<file path="config.mk">
export PLATFORM = sky130hd
export DESIGN_NAME = modbus_rtu_register_slave_unit
export DESIGN_NICKNAME = d
export VERILOG_FILES = /design/src/rtl/core/mrs_pkg.sv /design/src/rtl/core/mrs_ram.sv /design/src/rtl/core/modbus_rtu_register_slave_unit.sv
export SDC_FILE = /design/constraint.sdc
export NUM_CORES = 1
export LEC_CHECK = 0
export BUFFER_PORTS_ARGS = -buffer_cell sky130_fd_sc_hd__buf_2
export CORE_MARGIN = 2
export CORE_UTILIZATION = 35
export DETAILED_ROUTE_END_ITERATION = 8
export PLACE_DENSITY_LB_ADDON = 0.12
export RECOVER_POWER = 50
export SYNTH_ARGS = -nofsm -noshare
export SYNTH_HDL_FRONTEND = slang
export SYNTH_SLANG_ARGS = --single-unit
</file>
<file path="constraint.sdc">
create_clock -name clock -period 6.3 [get_ports clock]
set_input_delay 0.945 -clock clock [delete_from_list [all_inputs] [get_ports clock]]
set_output_delay 0.945 -clock clock [all_outputs]
set_load 0.01 [all_outputs]
</file>
<file path="src/rtl/core/mrs_pkg.sv">
// mrs_pkg: shared constants, types and the register default table for the
// modbus rtu register slave; no dependencies
`timescale 1ns / 1ps
`default_nettype none

package mrs_pkg;

   typedef logic [7:0]  byte_type;
   typedef logic [15:0] word_type;

   localparam word_type CRC_INIT   = 16'hFFFF;
   localparam word_type CRC_POLY   = 16'hA001;
   localparam byte_type FUNC_READ  = 8'h03;
   localparam byte_type FUNC_WRITE = 8'h06;
   localparam byte_type BASE_RESET = 8'h01;

   localparam word_type DEFAULT_TABLE [16][4] = '{
      '{16'h007B, 16'hFFBE, 16'h2211, 16'h0022},
      '{16'h0033, 16'h0022, 16'h0003, 16'h0004},
      '{16'h0003, 16'h0002, 16'h0003, 16'h0004},
      '{16'h0004, 16'h0002, 16'h0003, 16'h0004},
      '{16'h0005, 16'h0002, 16'h0003, 16'h0004},
      '{16'h0006, 16'h0002, 16'h0003, 16'h0004},
      '{16'h0007, 16'h0002, 16'h0003, 16'h0004},
      '{16'h0008, 16'h0002, 16'h0003, 16'h0004},
      '{16'h0009, 16'h0002, 16'h0003, 16'h0004},
      '{16'h000A, 16'h0002, 16'h0003, 16'h0004},
      '{16'h000B, 16'h0002, 16'h0003, 16'h0004},
      '{16'h000C, 16'h0002, 16'h0003, 16'h0004},
      '{16'h000D, 16'h0002, 16'h0003, 16'h0004},
      '{16'h000E, 16'h0002, 16'h0003, 16'h0085},
      '{16'h000F, 16'h0002, 16'h0003, 16'h0004},
      '{16'h0010, 16'h0002, 16'h0003, 16'h0004}
   };

   // columns beyond the table reset to zero
   function automatic word_type default_word(input logic [3:0] ch, input logic [3:0] r);
      word_type w;
      w = 16'h0000;
      if (r < 4'd4) begin
         w = DEFAULT_TABLE[ch][r[1:0]];
      end
      return w;
   endfunction

endpackage

`default_nettype wire

</file>
<file path="src/rtl/core/mrs_ram.sv">
// mrs_ram: generic single-port ram, one write or read per cycle, registered read
// no dependencies
`timescale 1ns / 1ps
`default_nettype none

module mrs_ram #(
   parameter int WIDTH = 16,
   parameter int DEPTH = 64,
   localparam int AW = (DEPTH > 1) ? $clog2(DEPTH) : 1
) (
   input  wire logic             clock,
   input  wire logic             wr_en,
   input  wire logic [AW-1:0]    addr,
   input  wire logic [WIDTH-1:0] wr_data,
   output      logic [WIDTH-1:0] rd_data
);

   logic [WIDTH-1:0] mem_ff [DEPTH];

   always_ff @(posedge clock) begin
      if (wr_en) begin
         mem_ff[addr] <= wr_data;
      end
      rd_data <= mem_ff[addr];
   end

endmodule

`default_nettype wire

</file>
<file path="src/rtl/core/modbus_rtu_register_slave_unit.sv">
// modbus_rtu_register_slave_unit: modbus rtu slave for functions 03 and 06
// depends on mrs_pkg and mrs_ram
//
// channel  | handshake                          | payload
// request  | start in, busy out                 | req_in_channel, req_rx_byte, req_frame_end
// response | rsp_strobe out, one cycle per byte | rsp_out_channel, rsp_tx_byte, rsp_tx_last
// config   | apb psel/penable/pwrite, pready=1  | paddr, pwdata, prdata (address_base at 0)
//
// a byte of a frame is taken in idle alone while fewer than two bytes are held, else
// it also runs 8 steps of the shared crc shifter. a final byte adds the check state;
// each reply data byte then runs 8 shifter steps, a register first passes S_RDADDR and
// S_RDDATA, and the two crc bytes need no shifter steps. synchronous reset restores the
// store to its default table at once through per-entry valid bits. replies cannot stall.
`timescale 1ns / 1ps
`default_nettype none

module modbus_rtu_register_slave_unit #(
   parameter int CHANNELS         = 16,
   parameter int REGS_PER_CHANNEL = 4
) (
   input  wire logic        clock,
   input  wire logic        reset,
   input  wire logic        start,
   output      logic        busy,
   input  wire logic [3:0]  req_in_channel,
   input  wire logic [7:0]  req_rx_byte,
   input  wire logic        req_frame_end,
   output      logic        rsp_strobe,
   output      logic [3:0]  rsp_out_channel,
   output      logic [7:0]  rsp_tx_byte,
   output      logic        rsp_tx_last,
   input  wire logic        psel,
   input  wire logic        penable,
   input  wire logic        pwrite,
   input  wire logic [2:0]  paddr,
   input  wire logic [31:0] pwdata,
   output      logic [31:0] prdata,
   output      logic        pready
);

   localparam int DEPTH = CHANNELS * REGS_PER_CHANNEL;
   localparam int AW    = (DEPTH > 1) ? $clog2(DEPTH) : 1;
   localparam int RIW   = (REGS_PER_CHANNEL > 1) ? $clog2(REGS_PER_CHANNEL) : 1;
   localparam int CNTW  = $clog2(REGS_PER_CHANNEL + 1);
   localparam logic [AW-1:0] REGS_A  = AW'(REGS_PER_CHANNEL);
   localparam logic [15:0]   REGS_16 = 16'(REGS_PER_CHANNEL);
   localparam logic [4:0]    CH_LIM  = 5'(CHANNELS);

   localparam logic [3:0] S_IDLE    = 4'd0;
   localparam logic [3:0] S_RXSHIFT = 4'd1;
   localparam logic [3:0] S_CHECK   = 4'd2;
   localparam logic [3:0] S_HDR     = 4'd3;
   localparam logic [3:0] S_TXSHIFT = 4'd4;
   localparam logic [3:0] S_RDADDR  = 4'd5;
   localparam logic [3:0] S_RDDATA  = 4'd6;
   localparam logic [3:0] S_REG     = 4'd7;
   localparam logic [3:0] S_CRCLO   = 4'd8;
   localparam logic [3:0] S_CRCHI   = 4'd9;

   logic [3:0]             state_ff, state_in;
   logic [7:0]             base_ff;
   logic [7:0]             len_ff, len_in;
   logic [15:0]            tail_ff, tail_in;
   mrs_pkg::word_type      crc_ff, crc_in;
   logic [3:0]             fch_ff, fch_in;
   mrs_pkg::byte_type      hdr_ff [6];
   logic                   end_ff, end_in;
   logic [2:0]             bit_ff, bit_in;
   logic                   wr06_ff, wr06_in;
   logic [2:0]             hidx_ff, hidx_in;
   logic                   phase_ff, phase_in;
   logic [RIW-1:0]         ridx_ff, ridx_in;
   logic [CNTW-1:0]        rcnt_ff, rcnt_in;
   mrs_pkg::word_type      word_ff, word_in;
   logic                   lo_ff, lo_in;
   logic [DEPTH-1:0]       vld_ff;
   logic                   vldq_ff, vldq_in;
   logic                   strobe_in, last_in;
   mrs_pkg::byte_type      byte_in;

   mrs_pkg::word_type      crc_step;
   mrs_pkg::byte_type      station;
   logic [15:0]            a16, v16, avail;
   logic                   a_ok, frame_ok, is_write;
   logic [CNTW-1:0]        cnt03;
   mrs_pkg::byte_type      hdr_byte, reg_byte;
   logic                   ram_we;
   logic [AW-1:0]          ram_addr, ram_base;
   mrs_pkg::word_type      ram_q;
   logic                   csr_wr;

   assign busy     = (state_ff != S_IDLE);
   assign pready   = 1'b1;
   assign csr_wr   = psel && penable && pwrite && pready && !paddr[2];
   assign prdata   = paddr[2] ? 32'h0 : {24'h0, base_ff};

   // shared crc shifter, one bit per cycle
   assign crc_step = crc_ff[0] ? ((crc_ff >> 1) ^ mrs_pkg::CRC_POLY) : (crc_ff >> 1);

   assign station  = base_ff + {4'h0, fch_ff};
   assign a16      = {hdr_ff[2], hdr_ff[3]};
   assign v16      = {hdr_ff[4], hdr_ff[5]};
   assign a_ok     = (a16 < REGS_16);
   assign avail    = REGS_16 - a16;
   assign cnt03    = !a_ok ? '0 : ((v16 < avail) ? v16[CNTW-1:0] : avail[CNTW-1:0]);
   assign is_write = (hdr_ff[1] == mrs_pkg::FUNC_WRITE);
   assign frame_ok = (len_ff >= 8'd6) && ({1'b0, fch_ff} < CH_LIM)
                     && (hdr_ff[0] == station) && (tail_ff == crc_ff)
                     && ((hdr_ff[1] == mrs_pkg::FUNC_READ) || is_write);

   assign ram_base = AW'(fch_ff) * REGS_A;
   assign ram_we   = (state_ff == S_CHECK) && frame_ok && is_write && a_ok;
   assign ram_addr = (state_ff == S_CHECK) ? (ram_base + AW'(a16[RIW-1:0]))
                                           : (ram_base + AW'(ridx_ff));

   mrs_ram #(.WIDTH(16), .DEPTH(DEPTH)) u_store (
      .clock   (clock),
      .wr_en   (ram_we),
      .addr    (ram_addr),
      .wr_data (v16),
      .rd_data (ram_q)
   );

   always_comb begin
      case (hidx_ff)
         3'd0:    hdr_byte = station;
         3'd1:    hdr_byte = hdr_ff[1];
         3'd2:    hdr_byte = wr06_ff ? hdr_ff[2] : {hdr_ff[5][6:0], 1'b0};
         3'd3:    hdr_byte = hdr_ff[3];
         3'd4:    hdr_byte = hdr_ff[4];
         default: hdr_byte = hdr_ff[5];
      endcase
      reg_byte = lo_ff ? word_ff[7:0] : word_ff[15:8];
   end

   always_comb begin
      state_in  = state_ff;
      len_in    = len_ff;
      tail_in   = tail_ff;
      crc_in    = crc_ff;
      fch_in    = fch_ff;
      end_in    = end_ff;
      bit_in    = bit_ff;
      wr06_in   = wr06_ff;
      hidx_in   = hidx_ff;
      phase_in  = phase_ff;
      ridx_in   = ridx_ff;
      rcnt_in   = rcnt_ff;
      word_in   = word_ff;
      lo_in     = lo_ff;
      vldq_in   = vldq_ff;
      strobe_in = 1'b0;
      last_in   = 1'b0;
      byte_in   = crc_ff[7:0];
      case (state_ff)
         S_IDLE: begin
            if (start) begin
               if (len_ff == 8'd0) begin
                  fch_in = req_in_channel;
               end
               tail_in = {req_rx_byte, tail_ff[15:8]};
               if (len_ff != 8'hFF) begin
                  len_in = len_ff + 8'd1;
               end
               end_in = req_frame_end;
               if (len_ff >= 8'd2) begin
                  crc_in   = crc_ff ^ {8'h00, tail_ff[7:0]};
                  bit_in   = 3'd0;
                  state_in = S_RXSHIFT;
               end else if (req_frame_end) begin
                  state_in = S_CHECK;
               end
            end
         end
         S_RXSHIFT: begin
            crc_in = crc_step;
            bit_in = bit_ff + 3'd1;
            if (bit_ff == 3'd7) begin
               state_in = end_ff ? S_CHECK : S_IDLE;
            end
         end
         S_CHECK: begin
            len_in   = 8'd0;
            tail_in  = 16'h0000;
            crc_in   = mrs_pkg::CRC_INIT;
            wr06_in  = is_write;
            hidx_in  = 3'd0;
            phase_in = 1'b0;
            lo_in    = 1'b0;
            ridx_in  = a16[RIW-1:0];
            rcnt_in  = is_write ? '0 : cnt03;
            state_in = frame_ok ? S_HDR : S_IDLE;
         end
         S_HDR: begin
            strobe_in = 1'b1;
            byte_in   = hdr_byte;
            crc_in    = crc_ff ^ {8'h00, hdr_byte};
            bit_in    = 3'd0;
            state_in  = S_TXSHIFT;
         end
         S_TXSHIFT: begin
            crc_in = crc_step;
            bit_in = bit_ff + 3'd1;
            if (bit_ff == 3'd7) begin
               if (!phase_ff) begin
                  if (hidx_ff != (wr06_ff ? 3'd5 : 3'd2)) begin
                     hidx_in  = hidx_ff + 3'd1;
                     state_in = S_HDR;
                  end else begin
                     phase_in = 1'b1;
                     state_in = (rcnt_ff != '0) ? S_RDADDR : S_CRCLO;
                  end
               end else if (!lo_ff) begin
                  lo_in    = 1'b1;
                  state_in = S_REG;
               end else begin
                  lo_in    = 1'b0;
                  ridx_in  = ridx_ff + 1'b1;
                  rcnt_in  = rcnt_ff - 1'b1;
                  state_in = (rcnt_ff != CNTW'(1)) ? S_RDADDR : S_CRCLO;
               end
            end
         end
         S_RDADDR: begin
            vldq_in  = vld_ff[ram_addr];
            state_in = S_RDDATA;
         end
         S_RDDATA: begin
            word_in  = vldq_ff ? ram_q : mrs_pkg::default_word(fch_ff, 4'(ridx_ff));
            state_in = S_REG;
         end
         S_REG: begin
            strobe_in = 1'b1;
            byte_in   = reg_byte;
            crc_in    = crc_ff ^ {8'h00, reg_byte};
            bit_in    = 3'd0;
            state_in  = S_TXSHIFT;
         end
         S_CRCLO: begin
            strobe_in = 1'b1;
            byte_in   = crc_ff[7:0];
            state_in  = S_CRCHI;
         end
         S_CRCHI: begin
            strobe_in = 1'b1;
            last_in   = 1'b1;
            byte_in   = crc_ff[15:8];
            crc_in    = mrs_pkg::CRC_INIT;
            state_in  = S_IDLE;
         end
         default: begin
            state_in = S_IDLE;
         end
      endcase
   end

   always_ff @(posedge clock) begin
      if (reset) begin
         state_ff   <= S_IDLE;
         base_ff    <= mrs_pkg::BASE_RESET;
         len_ff     <= 8'd0;
         tail_ff    <= 16'h0000;
         crc_ff     <= mrs_pkg::CRC_INIT;
         fch_ff     <= 4'd0;
         end_ff     <= 1'b0;
         vld_ff     <= '0;
         rsp_strobe <= 1'b0;
      end else begin
         state_ff   <= state_in;
         len_ff     <= len_in;
         tail_ff    <= tail_in;
         crc_ff     <= crc_in;
         fch_ff     <= fch_in;
         end_ff     <= end_in;
         rsp_strobe <= strobe_in;
         if (csr_wr) begin
            base_ff <= pwdata[7:0];
         end
         if (ram_we) begin
            vld_ff[ram_addr] <= 1'b1;
         end
      end
   end

   always_ff @(posedge clock) begin
      if ((state_ff == S_IDLE) && start && (len_ff < 8'd6)) begin
         hdr_ff[len_ff[2:0]] <= req_rx_byte;
      end
      bit_ff          <= bit_in;
      wr06_ff         <= wr06_in;
      hidx_ff         <= hidx_in;
      phase_ff        <= phase_in;
      ridx_ff         <= ridx_in;
      rcnt_ff         <= rcnt_in;
      word_ff         <= word_in;
      lo_ff           <= lo_in;
      vldq_ff         <= vldq_in;
      rsp_tx_byte     <= byte_in;
      rsp_tx_last     <= last_in;
      rsp_out_channel <= fch_ff;
   end

endmodule

`default_nettype wire

</file>
==> metrics.txt, run 1 <==
area share of the largest cell type after synthesis=66.89%; post-CTS sizing=0; core box area=141100 um2; RSZ-0062 raised after global routing=no; placed cell areas=52630 um2; largest family of logic cells by synthesized area=compound AO/OA/AOI/OAI gates; max_slew headroom=-174.1%; fin crit period=5.507 ns; Die Span X=380.1 um; #FFs+latches synth=1254; initial antenna violation count=5; non-filler instance count after layout=5478; Seq/Total Area, Yosys=73.00%; area leader, netlist=edfxtp_1; CTS tree=done; Yosys warnings=0; 1st-pass router iterations=7; post-synthesis adder-cell area fraction=1.001%; die area=144500 um2; XOR/XNOR Fraction of Synth Area=1.016%; final hold violations=0; Site Rows=138; total of max-cap violations=10; Iter 0 DRT Violations=3616; DR vias/cell=5.701; Cells on Worst Hold Path=3; Die Ht=380.1 um; mapped cell area=49520 um2; Finished Core Util=40.45%; mux contribution to synthesized area=4.336%; worst path required time=6.89 ns; Register Area=36150 um2; Power Total=21.32 mW; Max IR drop VDD=0.2108 mV; fillers=12935; hold crit path type=in -> reg; first-pass GRT wire length=230.2 mm; Distinct cells, synth=80; Placer Congestion=0.8411; Slew @ Worst Pin=4.112 ns; total track usage=22.10%; hold path startpoint=pwdata[0]; Skew-Pair Late Insertion Delay=0.78 ns; Crit. Startpoint=hdr_ff[5][2]; sum of negative setup slack=0 ns; maximum clock rate=181.6 MHz; simple-gate share of the synthesized area=6.256%; H-tree depth=4; most common cell after layout, fill and taps aside=edfxtp_1; Antenna Violating Nets Remaining=0; Design Area, Final=57070 um2; clock sinks=1254; nets=3562; Post-synth EDFFs=1103; hold buffers post-CTS=0; vias after detailed routing=31231; initial core utilization=35.10%; CTS clk-pin slew, worst paths=0.06 ns; ranking of synthesized cells by area=edfxtp_1 (67%), dfxtp_1 (6.1%), mux2i_1 (3.7%), a21oi_1 (2.0%), a22oi_1 (1.9%); reg-to-reg slack, setup=0.79 ns; P&R area growth vs syn=15.25%; Clock Skews=0.03860 ns; final WL=162.8 mm; drc violations=0; Ports=102; status=complete, but fails checks; Min-Delay Endpoint=base_ff[0]; CTS buffer count=139; Synth async-reset ratio=0%; Root Buffer=clkbuf_16; Critical Path AT=6.10 ns; Syn Area/Cell=14.87 um2; Setup Fix Bufs, Post-CTS=0; CP endpoint kind=flip-flop; largest net degree at the start of global routing=98; Worst R2R End=rcnt_ff[2]; Synth Area in Compound Gates=11.95%; Cell Pwr Density=373.6 nW/um2; Inst Count DP=5218; fraction of layout cells with a size suffix above 1=11.80%; gr ovfl total=0; drt wl/cell=29.72 um; Port-buffer cells=50; reg2reg path depth=7; Main synth FF type=edfxtp_1; Mapped Cells=3329; Final Cycle Share=87.41%; setup violators final=0; max-slew violations=600; Pleak=18.19 nW; Crit Path Category=reg -> reg; violations in the final reports=capacitance limit, slew limit; most frequent cells in the layout=edfxtp_1 (1103), nor2_1 (215), a21oi_1 (197); Multi-input gate area=12390 um2; worst-path maximum fanout=68; crit path launch type=flip-flop; Final HPWL DP=95.98 mm; R2R Path Start=hdr_ff[5][2]; vias in the first global route=30967; Max Root-Sink Buffers=3
==> flip-flops by register name (all words and copies together), names as in the netlist, 2 cells and up <==
name             cells
base_ff              8
crc_ff              16
u_store.mem_ff    1024
ridx_ff              2
u_store.rd_data     16
fch_ff               4
hidx_ff              3
word_ff             16
state_ff             4
hdr_ff              48
rsp_out_channel      4
vld_ff              64
len_ff               8
rsp_tx_byte          8
rcnt_ff              3
tail_ff             16
bit_ff               3
==> routing by layer <==
metal | track usage (%) | part of all wire [%]
met5 | 0 | 0.0080
met4 | 7.209 | 3.1
met3 | 3.770 | 7.2
met2 | 36.69 | 48
met1 | 29.43 | 42
==> per-stage QoR <==
stage                     hold slack, ns  setup WS, ns
after CTS                         0.3416         1.517
after global placement            0.4456         1.615
after floorplan                   0.3529         2.021
after global routing              0.3686        0.6626
after detailed placement          0.4541         1.555
final                             0.3791        0.7929
==> cell families after synthesis <==
| logic type | Yosys count |
|---|---|
| buffers and inverters | 274 |
| adders and majority gates | 39 |
| muxes | 210 |
| AOI/OAI and AO/OA | 843 |
| and+or+nand+nor | 656 |
| xor gates and xnor gates | 51 |
| other | 2 |
| DFF | 1254 |
==> cells in the mapped netlist, types with 26 or more instances <==
cell type     n
a21oi_1     197
dfxtp_1     151
ha_1         38
a31oi_1     111
a221oi_1     49
nor3_1       27
o21ai_0      56
xor2_1       34
nand2_1     178
mux2i_1     182
buf_2        52
buf_1        47
o22ai_1      69
a222oi_1     91
a22o_1       27
clkbuf_1    113
nand3_1      65
edfxtp_1   1103
nor4_1       26
nor2_1      217
inv_1        34
a22oi_1     126
==> layout make-up <==
type | instances | share of cell area (%)
inverters | 35 | 0.2302
flip-flops and latches | 1254 | 63.34
clock inverters | 77 | 1.337
well taps | 1890 | 4.144
multi-input cells | 1824 | 21.71
repair buffers | 215 | 2.618
diodes | 4 | 0.01754
clock buffers | 179 | 6.595
==> where the power goes <==
group,internal (mW),switching (mW)
registers,9.12,0.194
logic,1.22,2.73
clock network,4.70,3.36
total,15.0,6.28
==> worst max-delay path, stage by stage, from the launching register on <==
cell and delay (ns):
edfxtp_1 0.32, clkbuf_1 2.65, ha_1 0.60, a21oi_1 0.20, o211ai_1 0.16, a311oi_1 0.80
mux2_2 0.43, o22ai_1 0.11
==> worst max path at each step <==
stage	slack, ns	to	cells past startpoint
final	0.79	rcnt_ff[2]	7
after global routing	0.66	rcnt_ff[2]	7
after CTS	1.52	u_store.mem_ff[46][10]	11
after detailed placement	1.56	u_store.mem_ff[46][0]	11
after global placement	1.61	u_store.rd_data[5]	10
after floorplan	2.02	u_store.mem_ff[48][0]	11
Power figures use the tool's default switching activity.
==> run 2, diff against run 1 <==
SYNTH_HIERARCHICAL = 1   (was unset)
==> metrics.txt, run 2 <==
Clock Skews=0.02927 ns; drc violations=0; Antenna Violating Nets Remaining=0; Finished Core Util=40.21%; most frequent cells in the layout=edfxtp_1 (1103), nand2_1 (227), nor2_1 (225); Placer Congestion=0.8347; Die Ht=386.3 um; worst-path maximum fanout=15; Worst R2R End=u_store/mem_ff[18][3]; fin crit period=5.190 ns; CTS tree=done; Synth Area in Compound Gates=12.68%; violations in the final reports=capacitance limit, slew limit; maximum clock rate=192.7 MHz; ranking of synthesized cells by area=edfxtp_1 (65%), dfxtp_1 (5.9%), mux2i_1 (3.6%), a22oi_1 (3.1%), a221oi_1 (2.0%); Seq/Total Area, Yosys=70.65%; core box area=145400 um2; gr ovfl total=0; Site Rows=140; die area=149300 um2; Comb power frac=12.8%; Max Root-Sink Buffers=3; Mapped Cells=3542; Die Span X=386.3 um; Port-buffer cells=50; final WL=155.6 mm; post-synthesis adder-cell area fraction=0.9685%; CP endpoint kind=flip-flop; Main synth FF type=edfxtp_1; Final HPWL DP=93.37 mm; Root Buffer=clkbuf_16; max-slew violations=1101; XOR/XNOR Fraction of Synth Area=0.8584%; max reg flops=1024; reg2reg path depth=13; Slew @ Worst Pin=3.900 ns; switch share=26.47%; CP Cell Sequence=and2b_1, nand2_1, clkbuf_1, clkinvlp_2, nand4_1, nor4_1, nand4_1, nor4b_2, buf_4, nor2b_1, nand2_1, nor2_1, buf_4; Ports=102; Int Pwr=14.66 mW; initial antenna violation count=5; placed cell areas=54040 um2; R2R Path Start=state_ff[1]; Reg power frac=46.0%; top post-synthesis cells by count=edfxtp_1 (1103), nor2_1 (236), nand2_1 (226); Design Area, Final=58470 um2; vias in the first global route=30509; total of max-cap violations=21; Net Sw Power=5.277 mW; Distinct cells, synth=94; post-CTS sizing=0; Post-synth EDFFs=1103; H-tree depth=4; Critical Path AT=5.63 ns; vias after detailed routing=31565; CTS clk-pin slew, worst paths=0.06 ns; nets=3750; setup violators final=0; status=complete, but fails checks; Iter 0 DRT Violations=2767; Cell Pwr Density=340.9 nW/um2; largest family of logic cells by synthesized area=compound AO/OA/AOI/OAI gates; crit path launch type=flip-flop; most common cell after layout, fill and taps aside=edfxtp_1; Skew-Pair Late Insertion Delay=0.78 ns; largest net degree at the start of global routing=86; critical path's largest stage delay=0.60 ns; hold path startpoint=pwdata[0]; hold crit path type=in -> reg; Levels on crit path=13; Clk network pwr share=41.1%; DR vias/cell=5.556; CP bufs+invs=4; Max IR drop VDD=0.1877 mV; #FFs+latches synth=1254; Setup Fix Bufs, Post-CTS=0; mux contribution to synthesized area=4.832%; sum of negative setup slack=0 ns; drt wl/cell=27.38 um; Final Cycle Share=82.38%; simple-gate share of the synthesized area=6.999%; Worst path top cell family by delay=simple AND/OR/NAND/NOR gates; initial core utilization=35.19%; Slowest-stage cell, CP=dfxtp_1; final hold violations=0; Synth async-reset ratio=0%; Pleak=18.79 nW; first-pass GRT wire length=223.1 mm; mapped cell area=51160 um2; CTS buffer count=142; worst path required time=6.74 ns; max_slew headroom=-160.0%; Cells on Worst Hold Path=3; area share of the largest cell type after synthesis=64.74%; hold buffers post-CTS=0; Largest Register=u_store/mem_ff; Crit Path Category=reg -> reg; total track usage=20.68%; P&R area growth vs syn=14.28%; Min-Delay Endpoint=base_ff[0]; fraction of layout cells with a size suffix above 1=12.84%; area leader, netlist=edfxtp_1; 1st-pass router iterations=7; most frequent cell after synthesis=edfxtp_1; clock sinks=1254; Yosys warnings=6; Syn Area/Cell=14.44 um2; RSZ-0062 raised after global routing=no; reg-to-reg slack, setup=1.11 ns
-- run 2: cell types whose count changed in the layout (fill, tap and decap cells not counted), moves of 21 or more --
cell      change
nand3_1      +50
o21ai_1      +21
a21oi_1      -65
o22a_1       +24
a222oi_1     -79
o21ai_2      +40
a22oi_1      +86
nand2_1      +49
a221oi_1     +66
a211oi_1     +22
a31oi_1      -82
-- run 2: routing by layer --
layer	track usage [%]	vias to the layer above	share of wire, %
li1	-	14151	-
met1	29.16	16340	45
met2	33.22	882	47
met3	2.713	192	4.7
met4	6.295	0	2.6
met5	0	-	0
-- run 2: worst max path at each step --
stage                             from                     end  slack (ns)
final                      state_ff[1]   u_store/mem_ff[18][3]        1.11
after global routing      hdr_ff[5][3]              rcnt_ff[0]        0.75
after CTS                    fch_ff[1]   u_store/mem_ff[18][7]        1.58
after detailed placement     fch_ff[1]   u_store/mem_ff[18][9]        1.62
after global placement       fch_ff[1]  u_store/mem_ff[40][10]        1.64
after floorplan              fch_ff[1]   u_store/mem_ff[11][0]        2.07
-- run 2: power by group through the flow --
stage | logic (mW) | registers, mW | clock network, mW
3_5_place_dp | 2.57 | 9.35 | 0
2_1_floorplan | 1.57 | 9.27 | 0
6_report | 2.55 | 9.18 | 8.20
5_1_grt | 2.72 | 9.18 | 8.71
4_1_cts | 2.57 | 9.17 | 8.40
3_3_place_gp | 2.57 | 9.35 | 0
-- run 2: per-stage QoR --
step                hold WS [ns]  setup slack [ns]  power (mW)  std cells
floorplan                 0.3629             2.074       10.84       3565
global placement          0.4298             1.640       11.92       5430
detailed placement        0.4354             1.615       11.91       5430
CTS                       0.3404             1.584       20.14       5679
global route              0.3907            0.7510       20.60       5679
finish                    0.3875             1.110       19.93       5681
-- run 2: cell type report --
cell class                      count  area, um2
Clock buffer                      184       3830
Timing Repair Buffer              215       1493
Tap cell                         1917       2399
Multi-Input combinational cell   2006      13720
Clock inverter                     65      730.7
Antenna cell                        2      5.005
Fill cell                       13590      86920
Sequential cell                  1254      36150
Inverter                           38      143.9
-- run 2: cells by family (layout without fill, tap and decap cells) --
family                     after synthesis  after routing
buffers and inverters                  305            502
AOI/OAI and AO/OA                      895            895
muxes                                  234            234
other                                    2             27
xor gates and xnor gates                47             47
DFF                                   1254           1254
and+or+nand+nor                        766            766
adders and majority gates               39             39
-- run 2: worst register-to-register path: cells and delay by family (launching register included) --
family,cells,cell delay [ns]
simple gates,9,2.71
buf+inv,4,1.57
flops,1,0.60
